File: src/cist_ram.sv
// Generic simple dual-port RAM (one write port, one read port) with registered read.
// No dependencies.
module cist_ram #(
  parameter int WIDTH = 32,
  parameter int DEPTH = 64
) (
  input  logic                     clk,
  input  logic                     we,
  input  logic [$clog2(DEPTH)-1:0] waddr,
  input  logic [WIDTH-1:0]         wdata,
  input  logic [$clog2(DEPTH)-1:0] raddr,
  output logic [WIDTH-1:0]         rdata
);
  logic [WIDTH-1:0] mem [DEPTH];
  always_ff @(posedge clk) begin
    if (we) begin
      mem[waddr] <= wdata;
    end
    rdata <= mem[raddr];
  end
endmodule

File: config.mk
export PLATFORM = sky130hd
export DESIGN_NAME = cist_ram
export DESIGN_NICKNAME = d
export VERILOG_FILES = /design/src/cist_ram.sv
export SDC_FILE = /design/constraint.sdc
export NUM_CORES = 2
export LEC_CHECK = 0
export ABC_CLOCK_PERIOD_IN_PS = 7100
export BUFFER_PORTS_ARGS = -buffer_cell sky130_fd_sc_hd__buf_4
export CORE_ASPECT_RATIO = 0.5
export CORE_MARGIN = 1
export CORE_UTILIZATION = 47
export CTS_CLUSTER_SIZE = 20
export DETAILED_ROUTE_END_ITERATION = 6
export PLACE_DENSITY_LB_ADDON = 0.05
export SYNTH_ARGS = -nofsm -noshare
export SYNTH_HDL_FRONTEND = slang
export SYNTH_SLANG_ARGS = --single-unit
File: constraint.sdc
create_clock -name clk -period 7.1 [get_ports clk]
set_input_delay 1.775 -clock clk [delete_from_list [all_inputs] [get_ports clk]]
set_output_delay 1.775 -clock clk [all_outputs]
set_load 0.01 [all_outputs]
==> flow_metrics.py <==
metrics = {
    "route": {
        "vias": 37307,
        "drcViolationCount": 0,
        "drtPass1Iterations": 5,
        "drt-initial-drc-count": 4899,
        "via_per_inst": 6.33,
        "routedWlPerCell_um": 37.1,
        "antenna_left": 0,
        "wl_um": 219000,
    },
    "synthesis": {
        "syn-cell-area_um2": 78500,
        "ys_async_sr_fraction_pct": 0,
        "synth_seq_area_share_pct": 79.1,
        "yosys.area.top_type": "edfxtp_1",
        "synth_warnings": 0,
        "synth_cell_types": 34,
        "yosys_register_bits": 2080,
        "synth_top_area_share_pct": 78.3,
        "synth_nets": 3370,
        "syn_inst": 3324,
        "synth_edf_count": 2048,
        "ys_top_cells_by_area": "edfxtp_1, mux4_2, mux2i_1",
        "syn_avg_cell_area_um2": 23.6,
        "ys.flop_type": "edfxtp_1",
    },
    "outcome": {
        "status": "complete, no violations",
    },
    "die": {
        "start_util_pct": 47.6,
        "die-area_um2": 169000,
        "die_w_um": 580,
        "io_pins": 78,
        "coreArea_um2": 165000,
        "die_y_um": 291,
        "num_rows": 105,
    },
    "global_route": {
        "grt_util_all_layers_pct": 26.1,
        "grt_max_degree": 96,
        "grt_overflow": 0,
        "grt_pass1_wl_um": 302000,
        "grt_pass1_vias": 37517,
        "antenna_found_initial": 21,
    },
    "clock_tree": {
        "root_buffer": "clkbuf_16",
        "clock-sinks": 2080,
        "cts_tree": "done",
        "cts-buffers-inserted": 190,
        "clk_path_buf_depth": 4,
        "htreeDepth": 4,
        "cts_hold_buf": 0,
        "cts_resized": 0,
        "post_cts_buffers": 0,
        "insertion_delay_ns": 0.83,
        "clkSlewWorstSetupHoldPaths_ns": 0.07,
    },
    "sta": {
        "timing.setup.tns_ns": 0,
        "hold_violations": 0,
        "finalSetupViolations": 0,
        "slew-limit-headroom_pct": 9.71,
        "worst_slew_pin_slew_ns": 1.35,
        "fin_worst_skew_ns": 0.0359,
        "fin_crit_ns": 4.80,
        "fmax_mhz": 208,
        "rsz0062_at_grt": "no",
        "maxSlewViolCount": 0,
        "post-route-period-util_pct": 67.6,
    },
    "final_layout": {
        "multi_input_area_um2": 16000,
        "areaGrowthSynthToFinish_pct": 12.6,
        "final_layout_size_suffix_gt1_share_pct": 29.0,
        "fin_util_pct": 53.6,
        "fin_cells": 5891,
        "final_cell_area_um2": 88400,
        "nNetsFinal": 3588,
        "n_fill_cell": 12481,
        "seq_area_um2": 62100,
    },
    "setup_path": {
        "crit_fanout": 62,
        "critPathMaxStageDelay_ns": 0.95,
        "worstSetupPathType": "primary input to register",
        "path_cells": "buf_8 > buf_12 > buf_12 > mux4_2 > mux4_2 > o22ai_1 > nor2_1",
        "worst_setup_path_start_kind": "primary input",
        "slowest_stage": "o22ai_1",
        "critPathRequiredTime_ns": 7.74,
        "endpoint_kind": "register",
        "cp.arrival_ns": 5.44,
    },
    "pwr": {
        "ir_worst_vdd_v": 0.000200,
        "p_leak_nw": 27.3,
        "p_per_area_nw_per_um2": 281,
    },
    "place": {
        "dp_hpwl_um": 125000,
        "gp_congestion": 0.796,
        "place_area_um2": 82600,
        "dp.cells": 5543,
        "numPortBuffers": 77,
    },
    "job": {
        "maxCapViolations": 0,
    },
    "hold_path": {
        "min_path_type": "register to register",
    },
}
cell usage in the layout, fill, tap and decap left out, drive strengths merged, types with 5 or more instances in the layout:
master  count
nand2      26
a22oi      12
nand2b      8
o221ai     27
nand3b      5
a21oi      62
clkinv     76
clkbuf    252
bufinv     10
diode       7
or3b        5
nor2      137
nor3        7
nand3       5
dfxtp      32
a311oi      8
nor2b      15
mux2i      93
mux4      544
edfxtp   2048
buf       208
o22ai      84
registers in the layout, summed over array words and instances (netlist names):
name and cells:
mem 2048, rdata 32
worst max-delay path, delay by kind of cell:
| kind | cells | cell delay (ns) |
|---|---|---|
| simple gates | 1 | 0.15 |
| mux | 2 | 1.08 |
| compound gates | 1 | 0.95 |
| buf+inv | 3 | 1.27 |
cell type report:
type	count	area share [%]
clock inverter	89	0.732
multi-input combinational	1062	18.1
antenna	7	0.0198
sequential	2080	70.3
timing repair buffer	208	1.94
clock buffer	252	5.86
tap	2193	3.10
per-stage QoR:
step | total power [mW] | setup WS, ns | hold slack [ns]
floorplan | 14.6 | 2.17 | 0.663
global placement | 15.2 | 1.47 | 0.717
detailed placement | 15.2 | 1.48 | 0.738
CTS | 25.0 | 2.33 | 0.757
global route | 25.6 | 2.13 | 0.779
finish | 24.9 | 2.30 | 0.762
path summary, 6_finish.rpt:
check,startpoint,endpoint,slack [ns],depth (start not counted)
hold / removal,mem[28][17],rdata[17],0.76,4
hold reg to reg,mem[28][17],rdata[17],0.76,4
setup reg to reg,mem[15][24],rdata[24],4.40,4
setup / recovery,raddr[0],rdata[25],2.30,7
synth_stat cells (2+ instances only):
master    instances
a22oi_1          12
mux2i_1          93
o32ai_1           4
or3b_2            3
mux4_2          544
o22ai_1          84
nand4_1           2
buf_6             5
nand3b_1          5
buf_1            21
o221ai_1         27
buf_2            57
or3_1             3
nor3_1            7
and3_1            4
edfxtp_1       2048
and2_1            2
nand2_1          26
a311oi_1          8
nor2b_1          15
dfxtp_1          32
nand3_1           5
clkbuf_1         74
buf_4            25
or3b_1            2
a41o_1            4
nor2_1          137
a21oi_1          62
nand2b_1          8
layer usage:
layer | wire [um] | GRT usage [%] | part of all wire (%) | vias to the layer above
met5 | 36 | 0 | 0.016 | -
met4 | 4220 | 5.04 | 1.9 | 6
met3 | 21600 | 7.15 | 9.9 | 248
met2 | 97300 | 38.3 | 44 | 1602
met1 | 95700 | 39.5 | 44 | 20723
li1 | - | - | - | 14728
power breakdown:
group          total, mW  internal (mW)  switching (mW)
sequential          13.7           13.6          0.0652
combinational       1.30          0.470           0.830
clock               9.92           5.48            4.45
logic make-up (layout without fill, tap and decap cells):
family / after synthesis / after routing / synth area share (%)
mux: 637 / 637 / 16.8
simple gates: 223 / 223 / 1.27
compound gates: 202 / 202 / 1.67
flops: 2080 / 2080 / 79.1
buf+inv: 182 / 549 / 1.13
other cells: 0 / 7 / 0
No activity file was read; power rests on OpenSTA's default activity.
